**config.mk**
```make
export PLATFORM = sky130hd
export DESIGN_NAME = compound_container_header_parser_core
export DESIGN_NICKNAME = d
export VERILOG_FILES = /design/src/rtl/ccp_pkg.sv /design/src/rtl/ccp_step.sv /design/src/rtl/ccp_result_queue.sv /design/src/rtl/compound_container_header_parser_core.sv
export SDC_FILE = /design/constraint.sdc
export NUM_CORES = 1
export LEC_CHECK = 0
export BUFFER_PORTS_ARGS = -buffer_cell sky130_fd_sc_hd__buf_2
export CORE_UTILIZATION = 40
export DETAILED_ROUTE_END_ITERATION = 12
export MAX_ROUTING_LAYER = met4
export SLEW_MARGIN = 5
export SYNTH_ARGS = -nofsm -noshare
export SYNTH_HDL_FRONTEND = slang
export SYNTH_SLANG_ARGS = --single-unit
```
**constraint.sdc**
```tcl
create_clock -name clk -period 4.4 [get_ports clk]
set_input_delay 0.44 -clock clk [delete_from_list [all_inputs] [get_ports clk]]
set_output_delay 0.44 -clock clk [all_outputs]
set_load 0.02 [all_outputs]
```
**src/rtl/ccp_pkg.sv**
```systemverilog
// Shared types, field widths and constants of the container header parser.
package ccp_pkg;

  localparam int OFFSET_BITS_DEFAULT = 24;
  localparam int FIELD_OFF_W = 24;
  localparam int COUNTER_W = 24;
  localparam int QUEUE_DEPTH = 4;
  localparam int QUEUE_IDX_W = $clog2(QUEUE_DEPTH);
  localparam int QUEUE_CNT_W = $clog2(QUEUE_DEPTH + 1);

  localparam logic [COUNTER_W-1:0] LEN_BYTES = COUNTER_W'(3);
  localparam logic [COUNTER_W-1:0] TIME_BYTES = COUNTER_W'(4);
  localparam logic [COUNTER_W-1:0] RSVD_BYTES = COUNTER_W'(1);
  localparam logic [COUNTER_W-1:0] TIME_END = LEN_BYTES + TIME_BYTES;
  localparam logic [COUNTER_W-1:0] NAMELEN_POS = TIME_END + RSVD_BYTES;

  localparam logic KIND_DESC = 1'b0;
  localparam logic KIND_STATUS = 1'b1;

  typedef enum logic [4:0] {
    PH_COUNT  = 5'b00001,
    PH_HEADER = 5'b00010,
    PH_NAME   = 5'b00100,
    PH_DATA   = 5'b01000,
    PH_DONE   = 5'b10000
  } phase_t;

  typedef struct packed {
    logic [7:0] byte_value;
    logic       last_byte;
  } item_t;

  typedef struct packed {
    logic                   kind;
    logic [7:0]             entry_index;
    logic [23:0]            file_length;
    logic [31:0]            modify_time;
    logic [FIELD_OFF_W-1:0] name_offset;
    logic [7:0]             name_length;
    logic [FIELD_OFF_W-1:0] data_offset;
    logic                   parse_ok;
    logic                   run_end;
  } result_t;

  // Parser state apart from the byte offset, whose width is a parameter.
  typedef struct packed {
    phase_t                 phase;
    logic [COUNTER_W-1:0]   field_counter;
    logic [7:0]             entry_number;
    logic [7:0]             total_files;
    logic [23:0]            length_accumulator;
    logic [31:0]            time_accumulator;
    logic                   final_header_seen;
  } state_t;

  localparam state_t STATE_RESET = '{
    phase: PH_COUNT,
    field_counter: '0,
    entry_number: '0,
    total_files: '0,
    length_accumulator: '0,
    time_accumulator: '0,
    final_header_seen: 1'b0
  };

  typedef struct packed {
    logic push_first;
    logic push_second;
  } push_ctl_t;

  typedef struct packed {
    logic                   room;
    logic [QUEUE_CNT_W-1:0] count;
  } queue_status_t;

endpackage

```
**src/rtl/ccp_step.sv**
```systemverilog
// Next-state and result logic for one buffer byte.
module ccp_step #(
  parameter int OFFSET_BITS = ccp_pkg::OFFSET_BITS_DEFAULT
) (
  input  ccp_pkg::state_t    st,
  input  logic [OFFSET_BITS-1:0] byte_offset,
  input  ccp_pkg::item_t     item,
  output ccp_pkg::state_t    st_next,
  output logic [OFFSET_BITS-1:0] byte_offset_next,
  output ccp_pkg::result_t   desc,
  output logic               desc_valid,
  output ccp_pkg::result_t   stat,
  output logic               stat_valid
);
  import ccp_pkg::*;

  logic [OFFSET_BITS-1:0] noff;
  logic [OFFSET_BITS-1:0] doff;
  logic [31:0]            noff_w;
  logic [31:0]            doff_w;
  logic [COUNTER_W-1:0]   fc_dec;
  logic [7:0]             b;

  function automatic state_t next_entry(state_t s);
    state_t r;
    logic [7:0] en;
    r = s;
    en = s.entry_number + 8'd1;
    r.entry_number = en;
    if (en == 8'd0 || en >= s.total_files) begin
      r.phase = PH_DONE;
    end else begin
      r.phase = PH_HEADER;
      r.field_counter = '0;
    end
    return r;
  endfunction

  function automatic state_t start_data(state_t s);
    state_t r;
    r = s;
    if (s.length_accumulator != 24'd0) begin
      r.phase = PH_DATA;
      r.field_counter = COUNTER_W'(s.length_accumulator);
    end else begin
      r = next_entry(s);
    end
    return r;
  endfunction

  assign b = item.byte_value;
  assign noff = byte_offset + OFFSET_BITS'(1);
  assign doff = noff + OFFSET_BITS'(b);
  assign noff_w = 32'(noff);
  assign doff_w = 32'(doff);
  assign fc_dec = st.field_counter - COUNTER_W'(1);

  always_comb begin
    st_next = st;
    desc = '0;
    desc_valid = 1'b0;
    stat = '0;
    stat_valid = 1'b0;
    byte_offset_next = noff;
    unique case (st.phase)
      PH_COUNT: begin
        st_next.total_files = b;
        st_next.entry_number = '0;
        if (b == 8'd0) begin
          st_next.phase = PH_DONE;
        end else begin
          st_next.phase = PH_HEADER;
          st_next.field_counter = '0;
        end
      end
      PH_HEADER: begin
        if (st.field_counter == '0 &&
            ({1'b0, st.entry_number} + 9'd1) == {1'b0, st.total_files}) begin
          st_next.final_header_seen = 1'b1;
        end
        if (st.field_counter < LEN_BYTES) begin
          st_next.length_accumulator = (st.field_counter == '0) ? 24'(b)
                                     : {st.length_accumulator[15:0], b};
          st_next.field_counter = st.field_counter + COUNTER_W'(1);
        end else if (st.field_counter < TIME_END) begin
          st_next.time_accumulator = (st.field_counter == LEN_BYTES) ? 32'(b)
                                   : {st.time_accumulator[23:0], b};
          st_next.field_counter = st.field_counter + COUNTER_W'(1);
        end else if (st.field_counter < NAMELEN_POS) begin
          st_next.field_counter = st.field_counter + COUNTER_W'(1);
        end else begin
          desc_valid = 1'b1;
          desc.kind = KIND_DESC;
          desc.entry_index = st.entry_number;
          desc.file_length = st.length_accumulator;
          desc.modify_time = st.time_accumulator;
          desc.name_offset = noff_w[FIELD_OFF_W-1:0];
          desc.name_length = b;
          desc.data_offset = doff_w[FIELD_OFF_W-1:0];
          desc.parse_ok = 1'b0;
          desc.run_end = ~item.last_byte;
          if (b != 8'd0) begin
            st_next.phase = PH_NAME;
            st_next.field_counter = COUNTER_W'(b);
          end else begin
            st_next = start_data(st);
          end
        end
      end
      PH_NAME: begin
        st_next.field_counter = fc_dec;
        if (fc_dec == '0) begin
          st_next = start_data(st);
        end
      end
      PH_DATA: begin
        st_next.field_counter = fc_dec;
        if (fc_dec == '0) begin
          st_next = next_entry(st);
        end
      end
      PH_DONE: begin
        st_next = st;
      end
      default: begin
        st_next = st;
      end
    endcase
    if (item.last_byte) begin
      stat_valid = 1'b1;
      stat.kind = KIND_STATUS;
      stat.parse_ok = (st_next.total_files != 8'd0) && st_next.final_header_seen;
      stat.run_end = 1'b1;
      st_next = STATE_RESET;
      byte_offset_next = '0;
    end
  end

endmodule

```
**src/rtl/ccp_result_queue.sv**
```systemverilog
// Small result queue: up to two pushes and one pop per cycle.
module ccp_result_queue (
  input  logic                  clk,
  input  logic                  rst,
  input  ccp_pkg::push_ctl_t    push,
  input  ccp_pkg::result_t      first,
  input  ccp_pkg::result_t      second,
  input  logic                  pop,
  output ccp_pkg::result_t      head,
  output logic                  head_valid,
  output ccp_pkg::queue_status_t status
);
  import ccp_pkg::*;

  result_t                entries [QUEUE_DEPTH];
  logic [QUEUE_IDX_W-1:0] wr_ptr;
  logic [QUEUE_IDX_W-1:0] rd_ptr;
  logic [QUEUE_CNT_W-1:0] count;
  logic [QUEUE_CNT_W-1:0] count_next;
  logic [QUEUE_IDX_W-1:0] wr_ptr_next;

  assign head = entries[rd_ptr];
  assign head_valid = (count != '0);
  // Room means space for the two results a byte may cause.
  assign status.room = (count <= QUEUE_CNT_W'(QUEUE_DEPTH - 2));
  assign status.count = count;

  always_comb begin
    count_next = count + QUEUE_CNT_W'(push.push_first) + QUEUE_CNT_W'(push.push_second)
               - QUEUE_CNT_W'(pop && head_valid);
    wr_ptr_next = wr_ptr + QUEUE_IDX_W'(push.push_first) + QUEUE_IDX_W'(push.push_second);
  end

  always_ff @(posedge clk) begin
    if (rst) begin
      wr_ptr <= '0;
      rd_ptr <= '0;
      count <= '0;
    end else begin
      wr_ptr <= wr_ptr_next;
      count <= count_next;
      if (pop && head_valid) begin
        rd_ptr <= rd_ptr + QUEUE_IDX_W'(1);
      end
    end
  end

  always_ff @(posedge clk) begin
    if (push.push_first) begin
      entries[wr_ptr] <= first;
    end
    if (push.push_second) begin
      entries[wr_ptr + QUEUE_IDX_W'(1)] <= second;
    end
  end

endmodule

```
**src/rtl/compound_container_header_parser_core.sv**
```systemverilog
// Top level of the compound container header parser.
//
// Feed the container buffer one byte per beat on the item channel; set
// last_byte on the final byte. Each header's name-length byte yields an
// entry descriptor beat (kind 0) on the result channel; the final byte
// yields a status beat (kind 1) carrying parse_ok, after the descriptor
// when one byte causes both. run_end marks the last result of a byte.
// After the final byte the parser returns to its start state, so the
// next byte opens a new buffer.
//
// A byte's first result passes through the input register, then the parse
// step into the result queue, before it is presented on the result channel.
// Throughput: one byte per cycle while the result queue has room; a byte
// that causes two results sends them in turn on the single-beat result port.
// The four-entry result queue lets input continue while results wait.
// A stalled receiver fills the queue; the byte register then holds and
// item_stall rises. Synchronous reset empties the queue and the byte
// register and puts the parser back in its count phase.
module compound_container_header_parser_core #(
  parameter int OFFSET_BITS = ccp_pkg::OFFSET_BITS_DEFAULT
) (
  input  logic             clk,
  input  logic             rst,
  input  logic             item_valid,
  output logic             item_stall,
  input  ccp_pkg::item_t   item,
  output logic             result_valid,
  input  logic             result_stall,
  output ccp_pkg::result_t result
);
  import ccp_pkg::*;

  // Input register: holds one accepted byte until the parse step takes it.
  item_t item_q;
  logic  item_q_valid;
  logic  advance;

  // Parser state.
  state_t                 st;
  state_t                 st_next;
  logic [OFFSET_BITS-1:0] byte_offset;
  logic [OFFSET_BITS-1:0] byte_offset_next;

  result_t       desc;
  result_t       stat;
  logic          desc_valid;
  logic          stat_valid;
  push_ctl_t     push;
  result_t       first;
  queue_status_t q_status;

  // Advance the held byte only when the queue can absorb two results.
  assign advance = item_q_valid && q_status.room;
  assign item_stall = item_q_valid && !advance;

  always_ff @(posedge clk) begin
    if (rst) begin
      item_q_valid <= 1'b0;
    end else if (item_valid && !item_stall) begin
      item_q_valid <= 1'b1;
    end else if (advance) begin
      item_q_valid <= 1'b0;
    end
  end

  always_ff @(posedge clk) begin
    if (item_valid && !item_stall) begin
      item_q <= item;
    end
  end

  ccp_step #(
    .OFFSET_BITS(OFFSET_BITS)
  ) u_step (
    .st              (st),
    .byte_offset     (byte_offset),
    .item            (item_q),
    .st_next         (st_next),
    .byte_offset_next(byte_offset_next),
    .desc            (desc),
    .desc_valid      (desc_valid),
    .stat            (stat),
    .stat_valid      (stat_valid)
  );

  // Update parser state once per consumed byte.
  always_ff @(posedge clk) begin
    if (rst) begin
      st <= STATE_RESET;
      byte_offset <= '0;
    end else if (advance) begin
      st <= st_next;
      byte_offset <= byte_offset_next;
    end
  end

  // Pack results so the descriptor goes first, then the status.
  assign push.push_first = advance && (desc_valid || stat_valid);
  assign push.push_second = advance && desc_valid && stat_valid;
  assign first = desc_valid ? desc : stat;

  ccp_result_queue u_queue (
    .clk       (clk),
    .rst       (rst),
    .push      (push),
    .first     (first),
    .second    (stat),
    .pop       (result_valid && !result_stall),
    .head      (result),
    .head_valid(result_valid),
    .status    (q_status)
  );

  // Never overfill the result queue.
  a_queue_bound: assert property (@(posedge clk) disable iff (rst)
    q_status.count <= QUEUE_CNT_W'(QUEUE_DEPTH))
    else $error("result queue overflow");

  // A byte is consumed only when there is room for both possible results.
  a_push_room: assert property (@(posedge clk) disable iff (rst)
    push.push_first |-> q_status.room)
    else $error("push without room");

  // A status beat carries no entry detail.
  a_status_clean: assert property (@(posedge clk) disable iff (rst)
    (result_valid && result.kind == KIND_STATUS) |->
      (result.entry_index == 8'd0 && result.file_length == 24'd0 &&
       result.name_length == 8'd0 && result.run_end))
    else $error("status beat carries detail");

  // A descriptor never reports success.
  a_desc_ok: assert property (@(posedge clk) disable iff (rst)
    (result_valid && result.kind == KIND_DESC) |-> !result.parse_ok)
    else $error("descriptor with parse_ok");

  // Results are empty right after reset.
  a_reset_empty: assert property (@(posedge clk)
    $past(rst) |-> !result_valid)
    else $error("result valid after reset");

endmodule
```
After elaboration in Yosys (flattened, before gate mapping)
Memories as Yosys holds them, arrays and structs flattened. A register that Yosys moved wholly into a read port is not among the register bits.
Cells that the tools add are included.
Widths: inputs -> output; s select.

word-level totals
  memories = 1
  memory bits (writable) = 492
  input bits = 13
  register bits after elaboration = 143
  output and inout port bits = 125
  word-level logic and storage cells = 133

cells by class
  mux-type cells = 49
  add/sub/neg operators = 13
  equality and inequality tests = 19
  bitwise gates (word level) = 1
  reduce and logical (&&, ||, !) cells = 31
  order comparisons = 5

memories
  memory           depth  width  read ports  clocked after memory_dff  wr ports  line                    text
  u_queue.entries  4      123    1           1                         2         ccp_result_queue.sv:15  result_t entries [QUEUE_DEPTH];

operators with widths
  kind                   number
  $mux 123               4
  $mux 102               3
  $mux 73                3
  $mux 24                8
  $pmux 45 s4            1
  $pmux 57 s3            1
  $mux 122               1
  $mux 32                2
  $mux 29                2
  $add 24x1->24 const B  2
  $logic_not 24->1       2
  $mux 40                1
  $mux 33                1
  $mux 5                 5
  $add 24x8->24          1
  $eq 24x2->1 const B    1
  $lt 24x2->1 const B    1
  $lt 24x3->1 const B    1
  $lt 24x4->1 const B    1
  $reduce_bool 24->1     1
  $sub 24x1->24 const B  1
  $reduce_and 7->1       3
  $ne 4x3->1 const B     5
  $logic_not 8->1        2
  29 further kinds       65

Logic depth before layout (Yosys ltp)
Gate-level depths: netlist of run 1.

  depth after elaboration = 14
  depth in mapped cells = 16
  depth with buffers taken out = 14

By module
Synthesis of run 1 repeated with hierarchy kept, for this count alone.

second synthesis, totals
  cell total of the unflattened synthesis = 3,021
  area, all modules = 37,751.2 µm²

modules (own cells, without submodules)
  module                                 cells an instance  area each (µm²)  sequential area each (µm²)  times used
  ccp_result_queue                       1,237              24,023.0         14,954.3                    1
  compound_container_header_parser_core  728                7,394.6          2,812.7                     1
  ccp_step                               1,056              6,333.6          0.0                         1

Worst setup path before layout of run 1
Ideal clock, no wire load.

  path kind = register to register
  start = reg st[87] (netlist name)
  end = reg u_queue.count[1]
  library setup time = 0.128 ns
  period minus slack after synthesis = 3.761 ns
  data required time = 4.272 ns
  path buffers = 2
  path slack = 0.639 ns
  arrival = 3.633 ns
  cell stages (with the launch flop) = 15
  path through = dfxtp_1 buf_6 or4_4 or3_1 buf_2 or4_1 and2_1 nor2_1 nor2_1 inv_1 ha_1 fa_1 inv_1 fa_1 nor2b_1

between the ends
  word-level cells in the longest chain between the ends = 10
  elaborated cells between the ends (all ways) = 14
  those cells by class = add/sub (3); order compare (3); mux (4); reduce/logical (4)

RTL lines
  element                          line                                         text
  $lt 24x4->1                      ccp_step.sv:89                               end else if (st.field_counter < NAMELEN_POS) begin
  $mux 1                           ccp_step.sv:89
  $mux 1                           ccp_step.sv:85                               end else if (st.field_counter < TIME_END) begin
  $mux 1 *                         ccp_step.sv:81                               if (st.field_counter < LEN_BYTES) begin
  $mux 1 *                         ccp_step.sv:65                               unique case (st.phase)
  $logic_or 1x1->1                 compound_container_header_parser_core.sv:98  assign push.push_first = advance && (desc_valid || stat_valid);
  $logic_and 1x1->1                compound_container_header_parser_core.sv:98
  $add 3x1->3                      ccp_result_queue.sv:29                       count_next = count + QUEUE_CNT_W'(push.push_first) + QUEUE_CNT_W'(push.push_second)
  $add 3x1->3 *                    ccp_result_queue.sv:29
  $sub 3x1->3 *                    ccp_result_queue.sv:30                       - QUEUE_CNT_W'(pop && head_valid);
  named net u_queue.count_next[1]  ccp_result_queue.sv:19                       logic [QUEUE_CNT_W-1:0] count_next;
  to (signal assigned)             ccp_result_queue.sv:41                       count <= count_next;
  to (decl)                        ccp_result_queue.sv:18                       logic [QUEUE_CNT_W-1:0] count;

Mark *: on every way through the listed nets, which the timed path passes. The rest lies on a longest branch.
A chain may end at the register's enable or synchronous reset.

==> impl_metrics.yaml, run 1 <==
yosys:
  synthArstFlopShare: 0
  ys_warn_count: 0
  synth_fp_nets: 2597
  netlist_top_cells_area: "dfxtp_1, mux4_2, a32o_1"
  synth_common_cells: "dfxtp_1, a32o_1, nand2_1"
  synthDistinctLibCells: 71
  yosysTopAreaCell: "dfxtp_1"
  yosysSeqAreaShare: 0.481
  postSynthAreaPerCell_um2: 10.5
  synth_edf_count: 21
  netlist_area_mm2: 0.0269
  synth_ff_type: "dfxtp_1"
  synth_most_common_cell: "dfxtp_1"
  synth_top_area_share: 0.458
  synth.ff_latch_count: 637
  synth_cells: 2554
global_routing:
  overflow: 0
  grt_pass1_vias: 21400
  grt.total_usage: 0.245
  grt_pass1_wl_mm: 127
  antenna_found_initial: 1
  grt_max_degree: 199
detailed_routing:
  vias_per_cell: 6.24
  via_count: 21900
  drt_iter0_drc: 2071
  firstDrtPassIters: 5
  drc: 0
  drt_wl_total_mm: 82.5
  ant_nets: 0
  wl_per_cell_um: 23.5
timing:
  drv_slew: 0
  period_share: 0.891
  min_period_ns: 3.92
  layout_setup_ws_ns: 0.482
  fin_worst_skew_ns: 0.0249
  setup_violations: 0
  slew_headroom: 0.121
  clock.fmax_mhz: 255
  grt_setup_unrepaired: "no"
  hold_viol_final: 0
  fin_setup_tns_ns: 0
  worst_slew_pin_slew_ns: 1.32
critical_path:
  arrival_ns: 4.42
  worstSetupEndpointType: "register"
  required_ns: 4.90
  cp-start-kind: "register"
  critPathKind: "reg2reg"
  worst-path-max-fanout: 198
flow_run:
  cap_violations: 0
pwr:
  p_leak_nw: 11.2
  power_density_mw_per_mm2: 441
  report.power.total_mw: 13.7
  peakVddDrop_mv: 0.377
outcome:
  status: "complete, no violations"
floorplan:
  die_area_mm2: 0.0684
  die_y_um: 262
  num_io_pins: 138
  initial_core_util: 0.407
  std_cell_rows: 94
  dieWidth_um: 262
  fp.coreArea_mm2: 0.0662
clocking:
  cts_buffers: 70
  htreeDepth: 3
  cts_tree: "done"
  clockBufferDepth: 3
  cts-resized-gates: 0
  root_buffer: "clkbuf_16"
  worstSkewPairLatency_ns: 0.62
  clock_sinks: 637
  path_clk_slew_ns: 0.06
placed_design:
  placed_area_mm2: 0.0285
  hpwl_mm: 51.4
  routabilityCongestion: 0.892
  dpl.cell_count: 3375
  port-buffer-count: 137
  place_ws_ns: 0.558
hold_path:
  hp-class: "in2reg"
cells_and_area:
  finalInstanceArea_mm2: 0.0310
  fin_nets: 2635
  layout-drive-gt1-share: 0.183
  synthToLayoutAreaGrowth_pct: 15.0
  fin_cells: 3509
-- logic make-up after synthesis --
| group | after synthesis | synth area share |
|---|---|---|
| AOI/OAI and AO/OA | 776 | 0.226 |
| DFF | 637 | 0.481 |
| and+or+nand+nor | 627 | 0.109 |
| buffers and inverters | 299 | 0.0449 |
| muxes | 126 | 0.104 |
| xor gates and xnor gates | 59 | 0.0192 |
| adders and majority gates | 30 | 0.0150 |
-- state kept, by name, indices dropped and copies added (netlist names), named ones only --
| register | count |
|---|---|
| byte_offset | 24 |
| item_q | 9 |
| item_q_valid | 1 |
| st | 102 |
| u_queue.count | 3 |
| u_queue.entries | 492 |
| u_queue.rd_ptr | 2 |
| u_queue.wr_ptr | 2 |
-- critical path: stages, from the launching register on --
cell and delay (ns):
dfxtp_1 0.39, or4_4 0.57, or3_1 0.43, or4_1 0.58
and2_4 0.18, buf_12 0.24, buf_4 0.62, a32o_1 0.44
-- layout make-up --
| type | instances | area, um2 |
|---|---|---|
| Clock buffer | 97 | 2070 |
| Inverter | 40 | 150 |
| Clock inverter | 27 | 308 |
| Antenna cell | 1 | 2.50 |
| Sequential cell | 637 | 13000 |
| Multi-Input combinational cell | 1618 | 12900 |
| Tap cell | 864 | 1080 |
| Timing Repair Buffer | 225 | 1560 |
| Fill cell | 6106 | 35200 |
-- report_power, final --
group	leakage, nW	internal [mW]	switching [mW]
clock network	1.18	3.55	2.45
logic	4.86	0.597	1.01
registers	5.15	5.86	0.200
-- placed cells by master (no fill, tap or decap), types with 15 or more instances in the layout --
cell and n:
a21oi_1 127, a22o_1 101, a22oi_1 24, a32o_1 276, and2_1 15, and3_1 17, buf_12 15, buf_2 136
buf_4 65, clkbuf_16 74, dfxtp_1 614, edfxtp_1 21, ha_1 26, inv_1 39, mux4_2 123, nand2_1 228
nand3_1 94, nor2_1 119, nor3_1 38, nor4_1 27, o21ai_0 121, o2bb2ai_1 32, xnor2_1 33, xor2_1 26
-- per-stage QoR --
step / hold slack, ns / util
floorplan: 0.420 / -
global placement: 0.428 / 0.431
detailed placement: 0.440 / 0.431
CTS: 0.0567 / 0.468
global route: 0.101 / 0.468
finish: 0.0801 / 0.468
-- path summary, 6_finish.rpt --
kind	slack, ns	depth (start not counted)	endpoint	start
setup / recovery	0.48	7	u_queue.entries[2][91]	st[87]
hold / removal	0.08	3	item_q_valid	item_valid
setup reg to reg	0.48	7	u_queue.entries[2][91]	st[87]
hold reg to reg	0.45	2	u_queue.entries[2][30]	u_queue.entries[2][30]
-- timing repair --
action / in CTS / in global routing
hold buffers: 9 / 0
endpoints found under the hold margin: 9 / 0
setup buffers: 0 / 0
-- per-layer routing --
| metal | part of all wire | routed length (um) | vias up | GRT usage |
|---|---|---|---|---|
| met5 | 0 | 0 | - | - |
| met4 | 0.032 | 2650 | 0 | 0.0943 |
| met3 | 0.059 | 4890 | 152 | 0.0355 |
| met2 | 0.48 | 39900 | 785 | 0.396 |
| met1 | 0.42 | 35000 | 11100 | 0.309 |
| li1 | - | - | 9872 | - |
(Power assumes the default switching activity.)
==> run 2, diff against run 1 <==
--- a/config.mk
+++ b/config.mk
@@ -9,7 +9,7 @@
 export CORE_UTILIZATION = 40
 export DETAILED_ROUTE_END_ITERATION = 12
 export MAX_ROUTING_LAYER = met4
-export SLEW_MARGIN = 5
+export SLEW_MARGIN = 20
 export SYNTH_ARGS = -nofsm -noshare
 export SYNTH_HDL_FRONTEND = slang
 export SYNTH_SLANG_ARGS = --single-unit
==> constraint.sdc (replaced) <==
create_clock -name clk -period 4.7 [get_ports clk]
set_input_delay 0.47 -clock clk [delete_from_list [all_inputs] [get_ports clk]]
set_output_delay 0.47 -clock clk [all_outputs]
set_load 0.02 [all_outputs]
==> run 2 against run 1 <==
Effect of this change:
- routed wire length is 1.2% higher
- sequential share of layout area is 0.29 points higher
- register-to-register slack better by 0.02 ns
- global-route usage is 0.19 points higher
- core utilization is 0.32 points lower
- clock power is 5.7% lower
- cell count is 0.66% lower
- design area is 0.69% lower
- non-clock buffer count is 24 lower
- critical endpoint is now u_queue.count[1]
==> impl_metrics.yaml, run 2 (synthesis results as in run 1) <==
outcome:
  status: "complete, no violations"
timing:
  grt_setup_unrepaired: "no"
  fin_worst_skew_ns: 0.0353
  drv_slew: 0
  layout_setup_ws_ns: 0.502
  hold_viol_final: 0
  fin_setup_tns_ns: 0
  min_period_ns: 4.20
  slew_headroom: 0.362
  clock.fmax_mhz: 238
  setup_violations: 0
  worst_slew_pin_slew_ns: 0.957
  period_share: 0.893
cells_and_area:
  layout_common_cells: "dfxtp_1, a32o_1, nand2_1, buf_2, a21oi_1"
  layout_commonest_cell: "dfxtp_1"
  synthToLayoutAreaGrowth_pct: 14.2
  largest_reg_flops: 492
  fillers: 6123
  top_regs: "u_queue.entries: 492 flops, st: 102 flops, byte_offset: 24 flops"
  layout-drive-gt1-share: 0.178
  antenna_cells: 0
  fin_nets: 2612
  top_register: "u_queue.entries"
floorplan:
  dieWidth_um: 262
  fp.coreArea_mm2: 0.0662
  num_io_pins: 138
  std_cell_rows: 94
  die_y_um: 262
  die_area_mm2: 0.0684
  initial_core_util: 0.407
clocking:
  root_buffer: "clkbuf_16"
  cts_tree: "done"
  clock_sinks: 637
  cts_buffers: 71
  htreeDepth: 3
  clockBufferDepth: 3
  cts-resized-gates: 0
  hold_buffers: 0
  worstSkewPairLatency_ns: 0.62
  post_cts_buffers: 0
  path_clk_slew_ns: 0.06
global_routing:
  antenna_found_initial: 0
  met2_usage: 0.400
  use_met3: 0.0346
  grt.total_usage: 0.247
  grt_max_degree: 130
  overflow: 0
  met1_usage: 0.317
  grt_pass1_vias: 21300
  grt_busiest_layer: "met2"
  grt_pass1_wl_mm: 128
critical_path:
  cp_slowest_cell: "or4_4"
  cp-start-kind: "register"
  worst-path-max-fanout: 35
  arrival_ns: 4.68
  required_ns: 5.18
  critPathKind: "reg2reg"
  worstSetupEndpointType: "register"
  worstPathCellList: "or4_4 > or3_1 > or4_1 > and2_4 > nor2_1 > nor2_1 > inv_1 > ha_1 > fa_1 > inv_1 > fa_1 > nor2b_1"
  slowest_delay_ns: 0.57
pwr:
  peakVddDrop_mv: 0.242
  power_density_mw_per_mm2: 416
  p_leak_nw: 11.0
detailed_routing:
  drc: 0
  firstDrtPassIters: 5
  ant_nets: 0
  vias_per_cell: 6.27
  drt_iter0_drc: 2247
  via_count: 21900
  wl_per_cell_um: 24.0
  drt_wl_total_mm: 83.5
placed_design:
  place_ws_ns: 0.510
  hpwl_mm: 51.6
  port-buffer-count: 137
  routabilityCongestion: 0.903
flow_run:
  cap_violations: 0
hold_path:
  hp-class: "in2reg"
run 2: cell count changes in the layout (fill, tap and decap cells not counted), sizes merged, moves of 2 or more:
cell,before,now
clkbuf,97,104
buf,216,201
clkinv,18,10
dlygate4sd3,9,0
clkinvlp,1,3
run 2: area by class of cell:
type                    instances  area (um2)  area share
repair buffers                201        1340      0.0434
multi-input cells            1618       12900       0.418
inverters                      40         150     0.00488
clock inverters                22         277     0.00898
clock buffers                 104        2100      0.0684
flip-flops and latches        637       13000       0.421
well taps                     864        1080      0.0351
run 2: worst paths after layout:
check / from / to / slack (ns) / cells past startpoint
min reg2reg: u_queue.entries[2][21] / u_queue.entries[2][21] / 0.45 / 2
max: st[87] / u_queue.count[1] / 0.50 / 12
min: item[4] / item_q[4] / 0.03 / 1
max reg2reg: st[87] / u_queue.count[1] / 0.50 / 12
run 2: report_power, final:
| part | total [mW] | internal, mW | switching, mW |
|---|---|---|---|
| sequential | 5.68 | 5.48 | 0.201 |
| combinational | 1.46 | 0.540 | 0.917 |
| clock | 5.66 | 3.39 | 2.27 |
| total | 12.8 | 9.42 | 3.39 |
run 2: routing by layer:
layer | up-vias | part of all wire
li1 | 9815 | -
met1 | 11100 | 0.43
met3 | 132 | 0.061
met2 | 794 | 0.48
met4 | 0 | 0.027
met5 | - | 0
run 2: metrics by stage:
step	hold slack [ns]	power [mW]	utilization	area [um2]	instances
6_report	0.0327	12.8	0.465	30800	3486
5_1_grt	0.0100	13.2	0.465	30800	3486
4_1_cts	0.00468	12.9	0.465	30800	3486
3_5_place_dp	0.439	7.27	0.429	28400	3360
3_3_place_gp	0.430	7.26	0.429	28400	3360
2_1_floorplan	0.420	6.76	-	26900	2554
run 2: critical path, delay by kind of cell (launching register included):
family                   cells  cell delay (ns)
adder cells (fa/ha/maj)      3             1.08
flip-flops                   1             0.39
buffers and inverters        2             0.34
AND/OR/NAND/NOR              7             2.24
